--- src/hdl/aou_pkg.sv ---
package aou_pkg;

  localparam logic [31:0] CANON_NAN = 32'h7FC00000;
  localparam logic [31:0] FP_ONE    = 32'h3F800000;

  localparam int CFG_IDX_W = 3;
  localparam logic [CFG_IDX_W-1:0] CFG_LEARNING_RATE = 3'd0;
  localparam logic [CFG_IDX_W-1:0] CFG_BETA_ONE      = 3'd1;
  localparam logic [CFG_IDX_W-1:0] CFG_BETA_TWO      = 3'd2;
  localparam logic [CFG_IDX_W-1:0] CFG_EPSILON       = 3'd3;
  localparam logic [CFG_IDX_W-1:0] CFG_LOWER_BOUND   = 3'd4;
  localparam logic [CFG_IDX_W-1:0] CFG_UPPER_BOUND   = 3'd5;

  localparam logic [31:0] RST_LEARNING_RATE = 32'd981668463;
  localparam logic [31:0] RST_BETA_ONE      = 32'd1063675494;
  localparam logic [31:0] RST_BETA_TWO      = 32'd1065336439;
  localparam logic [31:0] RST_EPSILON       = 32'd841731191;
  localparam logic [31:0] RST_LOWER_BOUND   = 32'd4286578687;
  localparam logic [31:0] RST_UPPER_BOUND   = 32'd2139095039;

  // recurrence steps done per pipeline stage in the divider and root units
  localparam int STEPS_PER_STAGE = 4;
  localparam int DIV_QBITS   = 28;
  localparam int DIV_STAGES  = DIV_QBITS / STEPS_PER_STAGE;
  localparam int DIV_LAT     = DIV_STAGES + 2;
  localparam int SQRT_RBITS  = 28;
  localparam int SQRT_STAGES = SQRT_RBITS / STEPS_PER_STAGE;
  localparam int SQRT_LAT    = SQRT_STAGES + 2;

  typedef struct packed {
    logic [31:0] w;
    logic [31:0] m2;
    logic [31:0] v2;
    logic [31:0] p1b1;
    logic [31:0] p2b2;
    logic [31:0] aux;
    logic        last;
  } ctx_t;

  typedef struct packed {
    logic               spec;
    logic [31:0]        spv;
    logic               s;
    logic signed [11:0] e;
    logic [23:0]        mb;
    logic [25:0]        r;
    logic [27:0]        q;
  } div_st_t;

  typedef struct packed {
    logic               spec;
    logic [31:0]        spv;
    logic signed [11:0] e;
    logic [55:0]        n;
    logic [30:0]        rem;
    logic [27:0]        root;
  } sqrt_st_t;

  function automatic logic is_nan(input logic [31:0] x);
    return (&x[30:23]) && (|x[22:0]);
  endfunction

  function automatic logic is_inf(input logic [31:0] x);
    return (&x[30:23]) && !(|x[22:0]);
  endfunction

  function automatic logic is_zero(input logic [31:0] x);
    return !(|x[30:0]);
  endfunction

  function automatic logic [31:0] canon(input logic [31:0] x);
    return is_nan(x) ? CANON_NAN : x;
  endfunction

  function automatic logic [6:0] clz64(input logic [63:0] x);
    logic [6:0] lz;
    lz = 7'd64;
    for (int i = 0; i < 64; i++) begin
      if (x[i]) lz = 7'(63 - i);
    end
    return lz;
  endfunction

  function automatic logic [63:0] shr_jam(input logic [63:0] x, input logic [8:0] d);
    logic [63:0] msk;
    logic        lost;
    if (d > 9'd63) return {63'b0, |x};
    msk  = ~({64{1'b1}} << d[5:0]);
    lost = |(x & msk);
    return (x >> d[5:0]) | {63'b0, lost};
  endfunction

  // value = sig * 2^(e - 127 - 63); normalize, round to nearest even, pack
  function automatic logic [31:0] fp_round(input logic s, input logic signed [11:0] e,
                                           input logic [63:0] sig);
    logic [6:0]         lz;
    logic [63:0]        nm;
    logic signed [12:0] en;
    logic [12:0]        sh;
    logic [63:0]        msk;
    logic               lost;
    logic [10:0]        eb;
    logic [23:0]        top;
    logic               g;
    logic               st;
    logic               inc;
    logic [33:0]        tot;
    if (sig == '0) return {s, 31'b0};
    lz = clz64(sig);
    nm = sig << lz;
    en = 13'(e) - 13'(lz);
    if (en < 13'sd1) begin
      sh = 13'(13'sd1 - en);
      if (sh > 13'd63) sh = 13'd63;
      msk  = ~({64{1'b1}} << sh[5:0]);
      lost = |(nm & msk);
      nm   = (nm >> sh[5:0]) | {63'b0, lost};
      eb   = 11'd0;
    end else begin
      eb = 11'(en - 13'sd1);
    end
    top = nm[63:40];
    g   = nm[39];
    st  = |nm[38:0];
    inc = g & (st | top[0]);
    tot = {eb, 23'b0} + 34'(top) + 34'(inc);
    if (tot >= 34'(32'h7F800000)) return {s, 8'hFF, 23'b0};
    return {s, tot[30:0]};
  endfunction

  function automatic logic [31:0] fp_add(input logic [31:0] a, input logic [31:0] b);
    logic [8:0]  ea;
    logic [8:0]  eb;
    logic [63:0] sa_v;
    logic [63:0] sb_v;
    logic [63:0] big;
    logic [63:0] sml;
    logic [63:0] r;
    logic [8:0]  ex;
    logic        sbig;
    logic        ssml;
    logic        s;
    if (is_nan(a) || is_nan(b)) return CANON_NAN;
    if (is_inf(a) && is_inf(b)) return (a[31] != b[31]) ? CANON_NAN : a;
    if (is_inf(a)) return a;
    if (is_inf(b)) return b;
    ea   = (a[30:23] == 8'd0) ? 9'd1 : {1'b0, a[30:23]};
    eb   = (b[30:23] == 8'd0) ? 9'd1 : {1'b0, b[30:23]};
    sa_v = {1'b0, (a[30:23] != 8'd0), a[22:0], 39'b0};
    sb_v = {1'b0, (b[30:23] != 8'd0), b[22:0], 39'b0};
    if (ea >= eb) begin
      big = sa_v; sml = shr_jam(sb_v, ea - eb); ex = ea; sbig = a[31]; ssml = b[31];
    end else begin
      big = sb_v; sml = shr_jam(sa_v, eb - ea); ex = eb; sbig = b[31]; ssml = a[31];
    end
    if (sbig == ssml) begin
      r = big + sml; s = sbig;
    end else if (big >= sml) begin
      r = big - sml; s = sbig;
    end else begin
      r = sml - big; s = ssml;
    end
    if (r == '0) return {a[31] & b[31], 31'b0};
    return fp_round(s, 12'(ex) + 12'sd1, r);
  endfunction

  function automatic logic [31:0] fp_sub(input logic [31:0] a, input logic [31:0] b);
    return fp_add(a, {~b[31], b[30:0]});
  endfunction

  function automatic logic [31:0] fp_mul(input logic [31:0] a, input logic [31:0] b);
    logic               s;
    logic [8:0]         ea;
    logic [8:0]         eb;
    logic [47:0]        p;
    logic signed [11:0] e;
    s = a[31] ^ b[31];
    if (is_nan(a) || is_nan(b)) return CANON_NAN;
    if ((is_inf(a) && is_zero(b)) || (is_zero(a) && is_inf(b))) return CANON_NAN;
    if (is_inf(a) || is_inf(b)) return {s, 8'hFF, 23'b0};
    if (is_zero(a) || is_zero(b)) return {s, 31'b0};
    ea = (a[30:23] == 8'd0) ? 9'd1 : {1'b0, a[30:23]};
    eb = (b[30:23] == 8'd0) ? 9'd1 : {1'b0, b[30:23]};
    p  = {(a[30:23] != 8'd0), a[22:0]} * {(b[30:23] != 8'd0), b[22:0]};
    e  = 12'(ea) + 12'(eb) - 12'sd126;
    return fp_round(s, e, {p, 16'b0});
  endfunction

  // a < b, false when either is NaN, zeros of both signs equal
  function automatic logic fp_lt(input logic [31:0] a, input logic [31:0] b);
    if (is_nan(a) || is_nan(b)) return 1'b0;
    if (is_zero(a) && is_zero(b)) return 1'b0;
    if (a[31] != b[31]) return a[31];
    if (!a[31]) return a[30:0] < b[30:0];
    return a[30:0] > b[30:0];
  endfunction

  function automatic div_st_t div_pre(input logic [31:0] a, input logic [31:0] b);
    div_st_t     st;
    logic [23:0] ma;
    logic [23:0] mb;
    logic [6:0]  lza;
    logic [6:0]  lzb;
    logic [8:0]  ea;
    logic [8:0]  eb;
    st      = '0;
    st.s    = a[31] ^ b[31];
    st.spec = 1'b1;
    if (is_nan(a) || is_nan(b) || (is_zero(a) && is_zero(b)) || (is_inf(a) && is_inf(b)))
      st.spv = CANON_NAN;
    else if (is_inf(a) || is_zero(b))
      st.spv = {st.s, 8'hFF, 23'b0};
    else if (is_zero(a) || is_inf(b))
      st.spv = {st.s, 31'b0};
    else
      st.spec = 1'b0;
    ma   = {(a[30:23] != 8'd0), a[22:0]};
    mb   = {(b[30:23] != 8'd0), b[22:0]};
    lza  = clz64({ma, 40'b0});
    lzb  = clz64({mb, 40'b0});
    ea   = (a[30:23] == 8'd0) ? 9'd1 : {1'b0, a[30:23]};
    eb   = (b[30:23] == 8'd0) ? 9'd1 : {1'b0, b[30:23]};
    st.e = 12'(ea) - 12'(lza) - 12'(eb) + 12'(lzb) + 12'sd127;
    st.mb = mb << lzb[4:0];
    st.r  = 26'(ma << lza[4:0]);
    st.q  = '0;
    return st;
  endfunction

  function automatic div_st_t div_iter(input div_st_t si);
    div_st_t st;
    logic    ge;
    st = si;
    for (int k = 0; k < STEPS_PER_STAGE; k++) begin
      ge   = st.r >= 26'(st.mb);
      st.q = {st.q[26:0], ge};
      st.r = (ge ? (st.r - 26'(st.mb)) : st.r) << 1;
    end
    return st;
  endfunction

  function automatic logic [31:0] div_post(input div_st_t st);
    if (st.spec) return st.spv;
    return fp_round(st.s, st.e, {st.q, 35'b0, (st.r != '0)});
  endfunction

  function automatic sqrt_st_t sqrt_pre(input logic [31:0] x);
    sqrt_st_t           st;
    logic [23:0]        ma;
    logic [6:0]         lz;
    logic [8:0]         ex;
    logic signed [11:0] ef;
    logic [24:0]        m2;
    st      = '0;
    st.spec = 1'b1;
    if (is_nan(x))       st.spv = CANON_NAN;
    else if (is_zero(x)) st.spv = x;
    else if (x[31])      st.spv = CANON_NAN;
    else if (is_inf(x))  st.spv = x;
    else                 st.spec = 1'b0;
    ma = {(x[30:23] != 8'd0), x[22:0]};
    lz = clz64({ma, 40'b0});
    ma = ma << lz[4:0];
    ex = (x[30:23] == 8'd0) ? 9'd1 : {1'b0, x[30:23]};
    ef = 12'(ex) - 12'(lz) - 12'sd127;
    m2 = ef[0] ? {ma, 1'b0} : {1'b0, ma};
    if (ef[0]) ef = ef - 12'sd1;
    st.n    = {6'b0, m2, 25'b0};
    st.e    = (ef >>> 1) + 12'sd130;
    st.rem  = '0;
    st.root = '0;
    return st;
  endfunction

  function automatic sqrt_st_t sqrt_iter(input sqrt_st_t si);
    sqrt_st_t    st;
    logic [30:0] trial;
    st = si;
    for (int k = 0; k < STEPS_PER_STAGE; k++) begin
      st.rem = {st.rem[28:0], st.n[55:54]};
      st.n   = st.n << 2;
      trial  = {1'b0, st.root, 2'b01};
      if (st.rem >= trial) begin
        st.rem  = st.rem - trial;
        st.root = {st.root[26:0], 1'b1};
      end else begin
        st.root = {st.root[26:0], 1'b0};
      end
    end
    return st;
  endfunction

  function automatic logic [31:0] sqrt_post(input sqrt_st_t st);
    if (st.spec) return st.spv;
    return fp_round(1'b0, st.e, {st.root, 35'b0, (st.rem != '0)});
  endfunction

endpackage

--- src/hdl/aou_sqrt.sv ---
module aou_sqrt
  import aou_pkg::*;
(
  input  logic        clk,
  input  logic        en,
  input  logic [31:0] x,
  output logic [31:0] y
);

  sqrt_st_t    st_r [SQRT_STAGES+1];
  logic [31:0] y_r;

  always_ff @(posedge clk) begin
    if (en) begin
      st_r[0] <= sqrt_pre(x);
      for (int k = 1; k <= SQRT_STAGES; k++) st_r[k] <= sqrt_iter(st_r[k-1]);
      y_r <= sqrt_post(st_r[SQRT_STAGES]);
    end
  end

  assign y = y_r;

endmodule

--- config.mk ---
export PLATFORM = sky130hd
export DESIGN_NAME = aou_sqrt
export DESIGN_NICKNAME = d
export VERILOG_FILES = /design/src/hdl/aou_pkg.sv /design/src/hdl/aou_sqrt.sv
export SDC_FILE = /design/constraint.sdc
export NUM_CORES = 2
export LEC_CHECK = 0
export BUFFER_PORTS_ARGS = -buffer_cell sky130_fd_sc_hd__buf_2
export CORE_UTILIZATION = 65
export DETAILED_ROUTE_END_ITERATION = 7
export HOLD_SLACK_MARGIN = 0.08
export PLACE_DENSITY = 0.79
export SLEW_MARGIN = 20
export SYNTH_ARGS = -nofsm -noshare
export SYNTH_HDL_FRONTEND = slang
export SYNTH_SLANG_ARGS = --single-unit
--- constraint.sdc ---
create_clock -name clk -period 37.2 [get_ports clk]
set_input_delay 0 -clock clk [delete_from_list [all_inputs] [get_ports clk]]
set_output_delay 0 -clock clk [all_outputs]
set_load 0.1 [all_outputs]
After elaboration in Yosys (flattened, before gate mapping) --
Memory sizes are Yosys's and may differ from the RTL's. Cells that the tools add are included.
Word-level totals: RAM bits 1216, register bits after elaboration 32, word-level logic and storage cells 304, input port bits 34, memories kept 1
Operators by class: reductions and logical operators 12, bitwise logic cells 5, shift-type cells 4, $lt $le $gt $ge 31, add/subtract/negate cells 37, muxes and demuxes 213
Memory list:
- st_r | words 8, bits a word 152, rd ports 8, clocked after Yosys merged registers in 0, write ports 8, RTL line aou_sqrt.sv:10 | sqrt_st_t st_r [SQRT_STAGES+1];
Operators with widths (number):
- 29-bit two-way mux | 42
- 31-bit by 30-bit greater-or-equal comparator with 1-bit output | 28
- 28-bit two-way mux | 28
- 29-bit subtractor | 21
- 31-bit two-way mux | 15
- 7-bit two-way mux | 57
- 32-bit two-way mux | 10
- 64-bit two-way mux | 4
- 31-bit by 30-bit subtractor with 31-bit output | 7
- 64-bit bitwise AND | 1
- 64-bit NOT | 1
- 64-bit by 1-bit bitwise OR with 64-bit output | 1
- 64-bit OR reduction | 1
- 64-bit by 6-bit << shifter with 64-bit output (first input constant) | 1
- 64-bit by 7-bit << shifter with 64-bit output | 1
- 64-bit by 6-bit right shift with 64-bit output | 1
- 1-bit two-way mux | 44
- 11-bit two-way mux | 4
- 39-bit OR reduction | 1
- 34-bit by 1-bit adder with 34-bit output | 1
- 34-bit by 24-bit adder with 34-bit output | 1
- 34-bit by 31-bit greater-or-equal comparator with 1-bit output (second input constant) | 1
- 31-bit nonzero test | 1
- 31-bit OR reduction | 1
- other kinds (23) | 29

Depth between registers and ports, before layout --
An unclocked memory read counts as a cell.
word-level depth 63, gate-level depth with buffers 63, gate-level depth less buffers 61

Worst setup path before layout --
OpenSTA, ideal clock, no wires.
kind register to register, start point memory st_r[1][305] (netlist name), end point memory st_r[1][514] (netlist name), data pin, library setup time 0.264 ns, arrival 11.658 ns, stages on the path, launching flop included 60, setup slack 25.277 ns, cell sequence edfxtp_1 -> inv_1 -> ha_1 -> a21o_1 -> a21oi_1 -> o211a_1 -> o32a_1 -> o21a_1 -> o21ai_0 -> clkbuf_1 -> clkbuf_1 -> nand2_1 -> nand2_1 -> ha_1 -> a21o_1 -> or3_1 -> a211oi_1 -> o31ai_1 -> [24 not listed] -> o21bai_1 -> a21oi_1 -> o21bai_1 -> a21oi_1 -> nor2b_1 -> o21a_1 -> o21ai_0 -> nand2b_1 -> a21oi_1 -> nor2b_1 -> o21a_1 -> o21a_1 -> o41ai_1 -> o21ai_0 -> o31ai_1 -> o2bb2ai_1 -> nand4b_1 -> xnor2_1
RTL lines (RTL line):
- start: declaration | aou_sqrt.sv:10

==> summary.txt <==
Floorplan
  • Io pins: 66
  • Die area: 92,200 um^2
  • Starting Density: 0.657
  • Die Wd: 304 um
  • # rows: 110
  • Height of the die: 304 um
  • Core area: 90,000 um^2

Drt
  • Initial DRC Count: 6,817
  • Post-detailed-route DRC marker count: 0
  • Via Count: 54,414
  • DRT Pass-1 Iters: 8
  • Post-Route WL: 180 mm
  • DR WL/cell: 22.8 um
  • Antenna-violating nets left: 0
  • Vias per inst: 6.87

Timing
  • Final hold vios: 0
  • Fin crit period: 14,060 ps
  • Setup tns final: 0 ps
  • RSZ-0062 raised after global routing: false
  • F_max: 71.1 MHz
  • Hold slack: 161 ps
  • Final setup vio count: 0
  • Worst slew pin tran: 1240 ps
  • Fin. max-slew vios: 0
  • Crit share post-route: 0.378
  • Worst slew margin: 0.172
  • Worst Clk Skew: 31.2 ps

Worst setup path
  • Req. time, crit path: 37,580 ps
  • Critical path's slowest cell: inv_1
  • Worst Path Max Fanout: 38
  • Data arrival, critical path: 14,440 ps
  • CP startpoint kind: register
  • Crit path max-delay family: compound AO/OA/AOI/OAI gates
  • Crit path buf inv count: 6
  • Crit-path max cell delay: 650 ps
  • Worst path most repeated cell: a21oi_1
  • CP Class: reg -> reg
  • Worst Setup End Kind: register

CTS
  • CTS Root Cell: clkbuf_16
  • H-tree depth: 3
  • Clock tree sinks: 729
  • CTS resizes: 0
  • Worst-path clk slew: 60 ps
  • Clock latency on the worst-skew pair: 660 ps
  • Clock buffer depth: 3
  • CTS buffer count: 77
  • CTS tree: yes
  • Postcts setup bufs: 0
  • CTS Hold Bufs: 22

Yosys
  • Synth Instances: 6,655
  • Ys async rst share: 0
  • Netlist cell types: 115
  • Seq cells post-synth: 729
  • Post-Syn Area: 59,100 um^2
  • Mapped Avg Cell Area: 8.88 um^2
  • Number of synthesized flops with an enable pin: 729
  • Ys flop type: edfxtp_1
  • Ys Warns: 0
  • Seq/Total Area, Yosys: 0.370

Layout
  • Final std cells w/o fill: 7,923
  • Final #Nets: 7,070
  • Area growth from synthesis to layout: 7.42%
  • Most common cell after layout, fill and taps aside: edfxtp_1
  • Filler cells: 6,937
  • Design area: 63,500 um^2
  • Commonest non-fill, non-tap cells in the layout: edfxtp_1, nor2_1, nand2_1, a21oi_1, o21ai_0
  • Fin util: 0.706
  • Share of layout cells above drive strength 1: 0.0701

Power and ir drop
  • Clk pwr share: 0.196
  • Peak VDD IR: 0.0528 mV
  • Seq pwr share: 0.306
  • Cell Int Power: 2210 uW
  • Comb pwr share: 0.499
  • Pleak: 0.0243 uW
  • PwrDens: 59.9 nW/um^2
  • Sw Pwr: 1600 uW
  • Sw frac: 0.420

Status
  • Status: finished, final reports clean

Placed design
  • HPWL after DPL: 134 mm
  • Cell Area, Placed: 60,900 um^2
  • Placed instance count: 7,762
  • IO Port Bufs: 65
  • Gpl congestion: 1.09

Global route
  • Antenna violations before repair: 7
  • Gr usage total: 0.382
  • Vias in the first global route: 51,283
  • First-pass GRT wire length: 282 mm
  • Grt total ovfl: 0
  • Largest net degree at the start of global routing: 96

Run
  • Max_cap viols: 0

Worst hold path
  • Min-delay worst type: in -> reg
cells in the mapped netlist, types with 25 or more instances:
master	count	share of area
o211ai_1	68	0.0086
nand2_1	659	0.042
o21a_1	87	0.011
a21o_1	125	0.016
edfxtp_1	729	0.37
nor4_1	77	0.0081
nand2b_1	81	0.0086
o31ai_1	80	0.010
nor2_1	663	0.042
and3_1	60	0.0063
o21ai_0	419	0.035
buf_1	30	0.0019
o2111ai_1	25	0.0037
mux2_2	63	0.012
o21bai_1	52	0.0066
or4_1	42	0.0053
or3_1	71	0.0075
xnor2_1	315	0.047
nand3_1	194	0.016
o22ai_1	46	0.0049
a2111oi_0	31	0.0046
nand4_1	81	0.0086
ha_1	344	0.073
mux2i_1	106	0.018
inv_1	266	0.017
nor2b_1	65	0.0069
nor3_1	221	0.019
or2_2	30	0.0032
a21oi_1	507	0.043
and2_1	46	0.0049
a211oi_1	74	0.0094
xor2_1	176	0.026
a31oi_1	79	0.0084
clkbuf_1	191	0.012
final timing paths:
kind,start,to,slack [ps],cells past startpoint
min reg2reg,st_r[0][273],st_r[0][425],390,0
max,st_r[1][305],st_r[1][514],23140,59
max reg2reg,st_r[1][305],st_r[1][514],23140,59
min,x[18],st_r[0][97],160,7
through the flow:
step / total power (uW) / setup slack [ps]
2_1_floorplan: 2530 / 25280
6_report: 3800 / 23140
4_1_cts: 3760 / 23450
3_5_place_dp: 3000 / 23570
3_3_place_gp: 2970 / 24150
5_1_grt: 4020 / 22330
per-layer routing:
metal,global-route usage,share of wire
met1,0.478,0.39
met2,0.614,0.45
met3,0.0780,0.093
met4,0.220,0.065
met5,0,0.00029
kinds of logic after synthesis:
kind of cell	after synthesis	synth area share
and+or+nand+nor	2449	0.204
AOI/OAI and AO/OA	1941	0.214
DFF	729	0.370
buffers and inverters	524	0.0341
xor gates and xnor gates	492	0.0730
adders and majority gates	349	0.0745
muxes	170	0.0303
other	1	0.0000634
sequential cells by signal, summed over array words and instances, names as in the netlist:
| signal | count |
|---|---|
| st_r | 697 |
| y | 32 |
area by class of cell:
type	count	area (um^2)	share of cell area
clock inverter	51	400	0.00630
timing repair buffer	175	1220	0.0191
tap	1176	1470	0.0232
antenna	3	7.51	0.000118
clock buffer	85	2000	0.0315
inverter	279	1050	0.0165
sequential	729	21900	0.345
multi-input combinational	5425	35500	0.559
worst reg2reg max path: cells and delay by family, from the launching register on:
| family | cells | cell delay [ps] |
|---|---|---|
| xor gates and xnor gates | 1 | 170 |
| AOI/OAI and AO/OA | 35 | 8210 |
| buffers and inverters | 6 | 1640 |
| adders and majority gates | 5 | 1380 |
| DFF | 1 | 430 |
| and+or+nand+nor | 12 | 1980 |
power by group through the flow:
stage	Sequential [uW]	Clock, uW	Combinational (uW)
global placement	1170	0	1790
floorplan	1150	0	1380
detailed placement	1170	0	1830
global route	1170	780	2060
CTS	1160	753	1850
finish	1160	744	1900
Note: power is estimated with default switching activity, not from simulation.
