[config.mk]
export PLATFORM = sky130hd
export DESIGN_NAME = aou_div
export DESIGN_NICKNAME = d
export VERILOG_FILES = /design/src/hdl/aou_pkg.sv /design/src/hdl/aou_div.sv
export SDC_FILE = /design/constraint.sdc
export NUM_CORES = 2
export LEC_CHECK = 0
export ABC_AREA = 0
export BUFFER_PORTS_ARGS = -buffer_cell sky130_fd_sc_hd__buf_4
export CORE_MARGIN = 8
export CORE_UTILIZATION = 60
export CTS_CLUSTER_DIAMETER = 100
export CTS_CLUSTER_SIZE = 30
export DETAILED_ROUTE_END_ITERATION = 7
export PLACE_DENSITY = 0.76
export SYNTH_ARGS = -nofsm -noshare
export SYNTH_HDL_FRONTEND = slang
export SYNTH_SLANG_ARGS = --single-unit
export TNS_END_PERCENT = 10
[constraint.sdc]
create_clock -name clk -period 17.8 [get_ports clk]
set_input_delay 0.89 -clock clk [delete_from_list [all_inputs] [get_ports clk]]
set_output_delay 0.89 -clock clk [all_outputs]
set_load 0.005 [all_outputs]
[src/hdl/aou_pkg.sv]
package aou_pkg;

  localparam logic [31:0] CANON_NAN = 32'h7FC00000;
  localparam logic [31:0] FP_ONE    = 32'h3F800000;

  localparam int CFG_IDX_W = 3;
  localparam logic [CFG_IDX_W-1:0] CFG_LEARNING_RATE = 3'd0;
  localparam logic [CFG_IDX_W-1:0] CFG_BETA_ONE      = 3'd1;
  localparam logic [CFG_IDX_W-1:0] CFG_BETA_TWO      = 3'd2;
  localparam logic [CFG_IDX_W-1:0] CFG_EPSILON       = 3'd3;
  localparam logic [CFG_IDX_W-1:0] CFG_LOWER_BOUND   = 3'd4;
  localparam logic [CFG_IDX_W-1:0] CFG_UPPER_BOUND   = 3'd5;

  localparam logic [31:0] RST_LEARNING_RATE = 32'd981668463;
  localparam logic [31:0] RST_BETA_ONE      = 32'd1063675494;
  localparam logic [31:0] RST_BETA_TWO      = 32'd1065336439;
  localparam logic [31:0] RST_EPSILON       = 32'd841731191;
  localparam logic [31:0] RST_LOWER_BOUND   = 32'd4286578687;
  localparam logic [31:0] RST_UPPER_BOUND   = 32'd2139095039;

  // recurrence steps done per pipeline stage in the divider and root units
  localparam int STEPS_PER_STAGE = 4;
  localparam int DIV_QBITS   = 28;
  localparam int DIV_STAGES  = DIV_QBITS / STEPS_PER_STAGE;
  localparam int DIV_LAT     = DIV_STAGES + 2;
  localparam int SQRT_RBITS  = 28;
  localparam int SQRT_STAGES = SQRT_RBITS / STEPS_PER_STAGE;
  localparam int SQRT_LAT    = SQRT_STAGES + 2;

  typedef struct packed {
    logic [31:0] w;
    logic [31:0] m2;
    logic [31:0] v2;
    logic [31:0] p1b1;
    logic [31:0] p2b2;
    logic [31:0] aux;
    logic        last;
  } ctx_t;

  typedef struct packed {
    logic               spec;
    logic [31:0]        spv;
    logic               s;
    logic signed [11:0] e;
    logic [23:0]        mb;
    logic [25:0]        r;
    logic [27:0]        q;
  } div_st_t;

  typedef struct packed {
    logic               spec;
    logic [31:0]        spv;
    logic signed [11:0] e;
    logic [55:0]        n;
    logic [30:0]        rem;
    logic [27:0]        root;
  } sqrt_st_t;

  function automatic logic is_nan(input logic [31:0] x);
    return (&x[30:23]) && (|x[22:0]);
  endfunction

  function automatic logic is_inf(input logic [31:0] x);
    return (&x[30:23]) && !(|x[22:0]);
  endfunction

  function automatic logic is_zero(input logic [31:0] x);
    return !(|x[30:0]);
  endfunction

  function automatic logic [31:0] canon(input logic [31:0] x);
    return is_nan(x) ? CANON_NAN : x;
  endfunction

  function automatic logic [6:0] clz64(input logic [63:0] x);
    logic [6:0] lz;
    lz = 7'd64;
    for (int i = 0; i < 64; i++) begin
      if (x[i]) lz = 7'(63 - i);
    end
    return lz;
  endfunction

  function automatic logic [63:0] shr_jam(input logic [63:0] x, input logic [8:0] d);
    logic [63:0] msk;
    logic        lost;
    if (d > 9'd63) return {63'b0, |x};
    msk  = ~({64{1'b1}} << d[5:0]);
    lost = |(x & msk);
    return (x >> d[5:0]) | {63'b0, lost};
  endfunction

  // value = sig * 2^(e - 127 - 63); normalize, round to nearest even, pack
  function automatic logic [31:0] fp_round(input logic s, input logic signed [11:0] e,
                                           input logic [63:0] sig);
    logic [6:0]         lz;
    logic [63:0]        nm;
    logic signed [12:0] en;
    logic [12:0]        sh;
    logic [63:0]        msk;
    logic               lost;
    logic [10:0]        eb;
    logic [23:0]        top;
    logic               g;
    logic               st;
    logic               inc;
    logic [33:0]        tot;
    if (sig == '0) return {s, 31'b0};
    lz = clz64(sig);
    nm = sig << lz;
    en = 13'(e) - 13'(lz);
    if (en < 13'sd1) begin
      sh = 13'(13'sd1 - en);
      if (sh > 13'd63) sh = 13'd63;
      msk  = ~({64{1'b1}} << sh[5:0]);
      lost = |(nm & msk);
      nm   = (nm >> sh[5:0]) | {63'b0, lost};
      eb   = 11'd0;
    end else begin
      eb = 11'(en - 13'sd1);
    end
    top = nm[63:40];
    g   = nm[39];
    st  = |nm[38:0];
    inc = g & (st | top[0]);
    tot = {eb, 23'b0} + 34'(top) + 34'(inc);
    if (tot >= 34'(32'h7F800000)) return {s, 8'hFF, 23'b0};
    return {s, tot[30:0]};
  endfunction

  function automatic logic [31:0] fp_add(input logic [31:0] a, input logic [31:0] b);
    logic [8:0]  ea;
    logic [8:0]  eb;
    logic [63:0] sa_v;
    logic [63:0] sb_v;
    logic [63:0] big;
    logic [63:0] sml;
    logic [63:0] r;
    logic [8:0]  ex;
    logic        sbig;
    logic        ssml;
    logic        s;
    if (is_nan(a) || is_nan(b)) return CANON_NAN;
    if (is_inf(a) && is_inf(b)) return (a[31] != b[31]) ? CANON_NAN : a;
    if (is_inf(a)) return a;
    if (is_inf(b)) return b;
    ea   = (a[30:23] == 8'd0) ? 9'd1 : {1'b0, a[30:23]};
    eb   = (b[30:23] == 8'd0) ? 9'd1 : {1'b0, b[30:23]};
    sa_v = {1'b0, (a[30:23] != 8'd0), a[22:0], 39'b0};
    sb_v = {1'b0, (b[30:23] != 8'd0), b[22:0], 39'b0};
    if (ea >= eb) begin
      big = sa_v; sml = shr_jam(sb_v, ea - eb); ex = ea; sbig = a[31]; ssml = b[31];
    end else begin
      big = sb_v; sml = shr_jam(sa_v, eb - ea); ex = eb; sbig = b[31]; ssml = a[31];
    end
    if (sbig == ssml) begin
      r = big + sml; s = sbig;
    end else if (big >= sml) begin
      r = big - sml; s = sbig;
    end else begin
      r = sml - big; s = ssml;
    end
    if (r == '0) return {a[31] & b[31], 31'b0};
    return fp_round(s, 12'(ex) + 12'sd1, r);
  endfunction

  function automatic logic [31:0] fp_sub(input logic [31:0] a, input logic [31:0] b);
    return fp_add(a, {~b[31], b[30:0]});
  endfunction

  function automatic logic [31:0] fp_mul(input logic [31:0] a, input logic [31:0] b);
    logic               s;
    logic [8:0]         ea;
    logic [8:0]         eb;
    logic [47:0]        p;
    logic signed [11:0] e;
    s = a[31] ^ b[31];
    if (is_nan(a) || is_nan(b)) return CANON_NAN;
    if ((is_inf(a) && is_zero(b)) || (is_zero(a) && is_inf(b))) return CANON_NAN;
    if (is_inf(a) || is_inf(b)) return {s, 8'hFF, 23'b0};
    if (is_zero(a) || is_zero(b)) return {s, 31'b0};
    ea = (a[30:23] == 8'd0) ? 9'd1 : {1'b0, a[30:23]};
    eb = (b[30:23] == 8'd0) ? 9'd1 : {1'b0, b[30:23]};
    p  = {(a[30:23] != 8'd0), a[22:0]} * {(b[30:23] != 8'd0), b[22:0]};
    e  = 12'(ea) + 12'(eb) - 12'sd126;
    return fp_round(s, e, {p, 16'b0});
  endfunction

  // a < b, false when either is NaN, zeros of both signs equal
  function automatic logic fp_lt(input logic [31:0] a, input logic [31:0] b);
    if (is_nan(a) || is_nan(b)) return 1'b0;
    if (is_zero(a) && is_zero(b)) return 1'b0;
    if (a[31] != b[31]) return a[31];
    if (!a[31]) return a[30:0] < b[30:0];
    return a[30:0] > b[30:0];
  endfunction

  function automatic div_st_t div_pre(input logic [31:0] a, input logic [31:0] b);
    div_st_t     st;
    logic [23:0] ma;
    logic [23:0] mb;
    logic [6:0]  lza;
    logic [6:0]  lzb;
    logic [8:0]  ea;
    logic [8:0]  eb;
    st      = '0;
    st.s    = a[31] ^ b[31];
    st.spec = 1'b1;
    if (is_nan(a) || is_nan(b) || (is_zero(a) && is_zero(b)) || (is_inf(a) && is_inf(b)))
      st.spv = CANON_NAN;
    else if (is_inf(a) || is_zero(b))
      st.spv = {st.s, 8'hFF, 23'b0};
    else if (is_zero(a) || is_inf(b))
      st.spv = {st.s, 31'b0};
    else
      st.spec = 1'b0;
    ma   = {(a[30:23] != 8'd0), a[22:0]};
    mb   = {(b[30:23] != 8'd0), b[22:0]};
    lza  = clz64({ma, 40'b0});
    lzb  = clz64({mb, 40'b0});
    ea   = (a[30:23] == 8'd0) ? 9'd1 : {1'b0, a[30:23]};
    eb   = (b[30:23] == 8'd0) ? 9'd1 : {1'b0, b[30:23]};
    st.e = 12'(ea) - 12'(lza) - 12'(eb) + 12'(lzb) + 12'sd127;
    st.mb = mb << lzb[4:0];
    st.r  = 26'(ma << lza[4:0]);
    st.q  = '0;
    return st;
  endfunction

  function automatic div_st_t div_iter(input div_st_t si);
    div_st_t st;
    logic    ge;
    st = si;
    for (int k = 0; k < STEPS_PER_STAGE; k++) begin
      ge   = st.r >= 26'(st.mb);
      st.q = {st.q[26:0], ge};
      st.r = (ge ? (st.r - 26'(st.mb)) : st.r) << 1;
    end
    return st;
  endfunction

  function automatic logic [31:0] div_post(input div_st_t st);
    if (st.spec) return st.spv;
    return fp_round(st.s, st.e, {st.q, 35'b0, (st.r != '0)});
  endfunction

  function automatic sqrt_st_t sqrt_pre(input logic [31:0] x);
    sqrt_st_t           st;
    logic [23:0]        ma;
    logic [6:0]         lz;
    logic [8:0]         ex;
    logic signed [11:0] ef;
    logic [24:0]        m2;
    st      = '0;
    st.spec = 1'b1;
    if (is_nan(x))       st.spv = CANON_NAN;
    else if (is_zero(x)) st.spv = x;
    else if (x[31])      st.spv = CANON_NAN;
    else if (is_inf(x))  st.spv = x;
    else                 st.spec = 1'b0;
    ma = {(x[30:23] != 8'd0), x[22:0]};
    lz = clz64({ma, 40'b0});
    ma = ma << lz[4:0];
    ex = (x[30:23] == 8'd0) ? 9'd1 : {1'b0, x[30:23]};
    ef = 12'(ex) - 12'(lz) - 12'sd127;
    m2 = ef[0] ? {ma, 1'b0} : {1'b0, ma};
    if (ef[0]) ef = ef - 12'sd1;
    st.n    = {6'b0, m2, 25'b0};
    st.e    = (ef >>> 1) + 12'sd130;
    st.rem  = '0;
    st.root = '0;
    return st;
  endfunction

  function automatic sqrt_st_t sqrt_iter(input sqrt_st_t si);
    sqrt_st_t    st;
    logic [30:0] trial;
    st = si;
    for (int k = 0; k < STEPS_PER_STAGE; k++) begin
      st.rem = {st.rem[28:0], st.n[55:54]};
      st.n   = st.n << 2;
      trial  = {1'b0, st.root, 2'b01};
      if (st.rem >= trial) begin
        st.rem  = st.rem - trial;
        st.root = {st.root[26:0], 1'b1};
      end else begin
        st.root = {st.root[26:0], 1'b0};
      end
    end
    return st;
  endfunction

  function automatic logic [31:0] sqrt_post(input sqrt_st_t st);
    if (st.spec) return st.spv;
    return fp_round(1'b0, st.e, {st.root, 35'b0, (st.rem != '0)});
  endfunction

endpackage

[src/hdl/aou_div.sv]
module aou_div
  import aou_pkg::*;
(
  input  logic        clk,
  input  logic        en,
  input  logic [31:0] a,
  input  logic [31:0] b,
  output logic [31:0] y
);

  div_st_t     st_r [DIV_STAGES+1];
  logic [31:0] y_r;

  always_ff @(posedge clk) begin
    if (en) begin
      st_r[0] <= div_pre(a, b);
      for (int k = 1; k <= DIV_STAGES; k++) st_r[k] <= div_iter(st_r[k-1]);
      y_r <= div_post(st_r[DIV_STAGES]);
    end
  end

  assign y = y_r;

endmodule

======== After elaboration in Yosys (flattened, before gate mapping) ========
Memory sizes are Yosys's and may differ from the RTL's.
Cells that the tools add are included.
word-level totals
  memory bits (writable) .................. 992
  input port bits ......................... 66
  logic and storage cells ................. 260
  output and inout port bits .............. 32
  memories kept ........................... 1
  flip-flop bits (word level) ............. 32
memories
  memory  words  width  read ports  clocked after memory_dff  wr ports  line           RTL
  st_r    8      124    8           0                         8         aou_div.sv:11  div_st_t st_r [DIV_STAGES+1];
cells by class
  reductions and logical operators ........ 29
  multiplexer cells ....................... 150
  magnitude comparators ................... 31
  shift operators ......................... 5
  bitwise operators ....................... 6
  add/sub/neg operators ................... 37
operators with widths
  cell                                                   count
  >= comparator 26 x 24 -> 1 bit                         28
  two-way mux 25 bit                                     28
  subtractor 25 x 24 -> 25 bit                           28
  two-way mux 7 bit                                      82
  two-way mux 32 bit                                     10
  two-way mux 64 bit                                     4
  AND 64 bit                                             1
  NOT 64 bit                                             1
  OR 64 x 1 -> 64 bit                                    1
  OR reduction 64 bit                                    1
  left shift 64 x 6 -> 64 bit, first input constant      1
  left shift 64 x 7 -> 64 bit                            1
  >> shifter 64 x 6 -> 64 bit                            1
  OR reduction 31 bit                                    2
  OR reduction 23 bit                                    2
  two-way mux 11 bit                                     4
  OR reduction 39 bit                                    1
  adder 34 x 1 -> 34 bit                                 1
  adder 34 x 24 -> 34 bit                                1
  >= comparator 34 x 31 -> 1 bit, second input constant  1
  two-way mux 6 bit                                      5
  logical NOT 29 bit                                     1
  nonzero test 26 bit                                    1
  left shift 24 x 5 -> 26 bit                            1
  21 further kinds                                       51

======== Logic depth before layout (Yosys ltp) ========
An unclocked memory read counts as a cell.
  depth after elaboration ................. 63
  depth in mapped cells ................... 80
  gate-level depth less buffers ........... 74

======== Least setup slack after synthesis ========
OpenSTA, ideal clock, no wires.
  kind .................................... reg-to-reg
  from .................................... memory st_r[1][302] in the netlist's numbering
  to ...................................... memory st_r[1][407] in the netlist's numbering, data pin
  required time ........................... 17540 ps
  data arrival time ....................... 15379 ps
  setup time .............................. 260 ps
  buffers on the path ..................... 8
  path slack .............................. 2162 ps
  cell stages (with the launch flop) ...... 77
  period minus slack after synthesis ...... 15638 ps
  cell sequence ........................... edfxtp_1 > buf_1 > inv_1 > fa_1 > a21o_1 > a21oi_1 > o21ai_0 > a21oi_1 > o21bai_1 > a21oi_1 > o21ai_0 > a31o_2 > a311oi_1 > o21ai_0 > nand2_1 > clkbuf_1 > buf_1 > nor2_1 > (+41 left out) > o21a_1 > o21a_1 > o21a_1 > o21a_1 > o21a_1 > o21a_1 > o21a_1 > o21a_1 > o21a_1 > o31ai_1 > a21oi_1 > a311o_1 > a221oi_1 > o21ba_2 > o21ai_0 > a21oi_1 > clkbuf_1 > mux2_2
RTL lines
  what                line
  start: declaration  aou_div.sv:11

==> results by group <==
Run status
  • Status: finished, violations left
  • Violated checks: DRC

Critical path
  • CP Launch Type: flip-flop
  • Crit-path max FO: 27
  • Cell mode on critical path: o21a_1
  • Setup crit start: st_r[1][178]$_DFFE_PP_
  • R2R depth: 65
  • Kind of end point of the critical path: flip-flop
  • Crit path capture: st_r[1][300]$_DFFE_PP_
  • Crit-path slowest cell: a31oi_4
  • CP Data Required Time: 18.21 ns
  • R2r startpoint: st_r[1][178]$_DFFE_PP_
  • R2r endpoint: st_r[1][300]$_DFFE_PP_
  • R2r setup slk: about 0.87 ns
  • Crit path kind: reg2reg
  • Worst EP arrival: roughly 17 ns
  • CP peak stage delay: 0.66 ns

Worst hold path
  • Worst Hold Class: reg2reg

Floorplanning
  • Die height: about 360 µm
  • Initial core utilization: approximately 60%
  • Top Ports: between 90 and 100
  • Area of the core: between 100000 and 150000 µm²
  • Die width: approximately 360 µm
  • Die ar.: between 100000 and 150000 µm²
  • Row count: ~120

Finish
  • Layout cell share with drive strength beyond 1: 7.89%
  • Area Growth Syn to Fin: 5.66%
  • Fin nets: between 8000 and 9000

Yosys
  • Syn avg cell area: 8.45 µm²
  • Main flop type after synthesis: edfxtp_1
  • Number of flops mapped to enable cells by yosys: 649
  • Async set or reset register ratio after synthesis: 0%
  • Most frequent cells after synthesis: 724 x nand2_1, 711 x nor2_1, 680 x ha_1
  • Largest family of logic cells by synthesized area: compound AO/OA/AOI/OAI gates
  • Post-synthesis compound-gate area fraction: a little under a quarter
  • Post-Syn Area: between 60000 and 70000 µm²
  • Synth top area share: roughly 28%
  • Yosys reg bits: ~650
  • Count of cell types in the netlist: between 100 and 150
  • Mux contribution to synthesized area: between 6 and 7%
  • Ranking of synthesized cells by area: edfxtp_1 28%, ha_1 12%, a21oi_1 4.9%
  • Part of the Yosys area used for sequential elements: 28.1%
  • Synth Area in Simple Gates: 18.4%
  • Adder-cell share of the synthesized area: roughly 13%
  • Synth area leader: edfxtp_1
  • Most frequent cell after synthesis: nand2_1
  • Post-synthesis cell count: roughly 8200
  • Synth warnings: 0
  • Synth Area in XOR/XNOR: roughly 6.8%

Place
  • HPWL Detailed: 169 mm
  • Port Buffers: 97
  • GP Congestion: 1.00
  • Dpl ws: roughly 0.97 ns

Timing
  • Final setup viols: 0
  • Worst Max-Slew Pin Slew: 1.39 ns
  • Final Worst Setup Slack: 0.865 ns
  • Final hold violations: 0
  • Tcrit/Tclk final: ~95%
  • RSZ-0062 raised after global routing: true
  • Final Max Tran Viols: 0
  • Relative slew slack: 5.07%
  • Tmin final: 16.93 ns
  • Clk_skew: slightly above 0.04 ns
  • Peak Freq: 0.0590 GHz

Clock tree
  • TritonCTS Sinks: about 650
  • Clock transition at the registers of the reported paths: approximately 0.10 ns
  • Clk_lat worst skew: roughly 0.67 ns
  • Total CTS buffers: 40
  • TritonCTS clock tree: built
  • Htree depth: 2
  • Root Buffer: clkbuf_16
  • Max clock buf depth: 3

Route
  • DR iter-0 viols: a little under 7000
  • Drt wl/cell: approximately 22 µm
  • Residual DRC: 2
  • Via/cell ratio: ~6.6
  • Total Wirelength: about 210 mm
  • Post-DRT Antenna Nets: 0
  • Length of the first detailed-routing pass in iterations: 8
  • Via count: 64000

Global routing
  • GRT Util Overall: 32.2%
  • Grt total ovfl: 0
  • Vias in the first global route: approximately 60000
  • Global-route wire length before repair: roughly 330 mm
  • Initial antenna violation count: 5
  • Pin count of the biggest net entering global routing: 183

Flow run
  • Max-cap viol count: 0
[layout by cell type, fill, tap and decap left out, types with 83 or more instances in the layout]
cell type	netlist	routed
nand2_1	724	724
nor2_1	711	710
ha_1	680	680
a21oi_1	674	670
edfxtp_1	649	649
o21ai_0	544	543
inv_1	479	479
xnor2_1	347	347
nor3_1	255	255
mux2_2	252	252
a21o_1	204	204
xor2_1	192	192
nand3_1	186	185
buf_4	3	177
mux2i_1	151	151
nand4_1	131	131
nand2b_1	113	113
o31ai_1	100	98
and3_1	90	90
o21bai_1	87	86
nor2b_1	86	85
o21a_1	83	83
[worst min path at each step]
stage	start	end	cells after the start
after global placement	st_r[1][211]$_DFFE_PP_	st_r[1][335]$_DFFE_PP_	0
final	st_r[1][267]$_DFFE_PP_	st_r[1][395]$_DFFE_PP_	0
after detailed placement	st_r[0][124]$_DFFE_PP_	st_r[0][252]$_DFFE_PP_	0
after floorplan	st_r[0][78]$_DFFE_PP_	st_r[0][202]$_DFFE_PP_	0
after global routing	st_r[1][253]$_DFFE_PP_	st_r[1][381]$_DFFE_PP_	0
after CTS	st_r[1][253]$_DFFE_PP_	st_r[1][381]$_DFFE_PP_	0
[critical path: cells and delay by family, from the launching register on]
family	cells	cell delay (ns)
AO/OA/AOI/OAI	45	11.32
multiplexers	4	1.36
flip-flops	1	0.60
buffers and inverters	5	0.97
adder cells (fa/ha/maj)	4	1.23
AND/OR/NAND/NOR	7	1.10
[timing repair]
| item | 4_1_cts | 5_1_grt |
|---|---|---|
| setup endpoints to repair | 0 | 96 |
| setup buffers | 0 | 1 |
| hold buffers | 0 | 0 |
| gates resized for setup | 0 | 9 |
[registers in the layout (all words and copies together), names as in the netlist]
| signal | flops |
|---|---|
| st_r | 617 |
| y | 32 |
[layer usage]
layer / vias up / share of wire, % / GRT usage, %
met2: 2590 / 45 / 52.7
met1: 30300 / 43 / 43.6
met5: - / 0 / 0
met4: 0 / 4.0 / 11.8
met3: 508 / 7.8 / 4.39
li1: 30700 / - / -
[cell families (layout without fill, tap and decap cells)]
group,count (synthesis),count (layout)
and+or+nand+nor,2665,2665
AOI/OAI and AO/OA,2501,2502
buffers and inverters,756,739
adders and majority gates,695,695
DFF,649,649
xor gates and xnor gates,540,540
muxes,406,406
other,2,4
[layout make-up]
type                    instances  area [µm²]
multi-input cells            6811       47300
fillers                      9886       41200
flip-flops and latches        649       19500
well taps                    1512        1890
inverters                     490        1840
repair buffers                182        1410
clock buffers                  40        1000
clock inverters                27         445
diodes                          1        2.50
[per-stage QoR]
| step | util, % | hold slack, ns | instance area, µm² | std cells | setup TNS [ns] |
|---|---|---|---|---|---|
| 2_1_floorplan | - | 0.400 | 69400 | 8215 | 0 |
| 3_3_place_gp | 62.7 | 0.400 | 71800 | 9642 | 0 |
| 3_5_place_dp | 62.7 | 0.405 | 71800 | 9642 | 0 |
| 4_1_cts | 64.0 | 0.410 | 73300 | 9709 | 0 |
| 5_1_grt | 64.1 | 0.407 | 73300 | 9711 | -3.30 |
| 6_report | 64.1 | 0.415 | 73300 | 9712 | 0 |
Power is not shown: default switching activity piles up to over one toggle a cycle in this logic, so the estimate is an artifact.
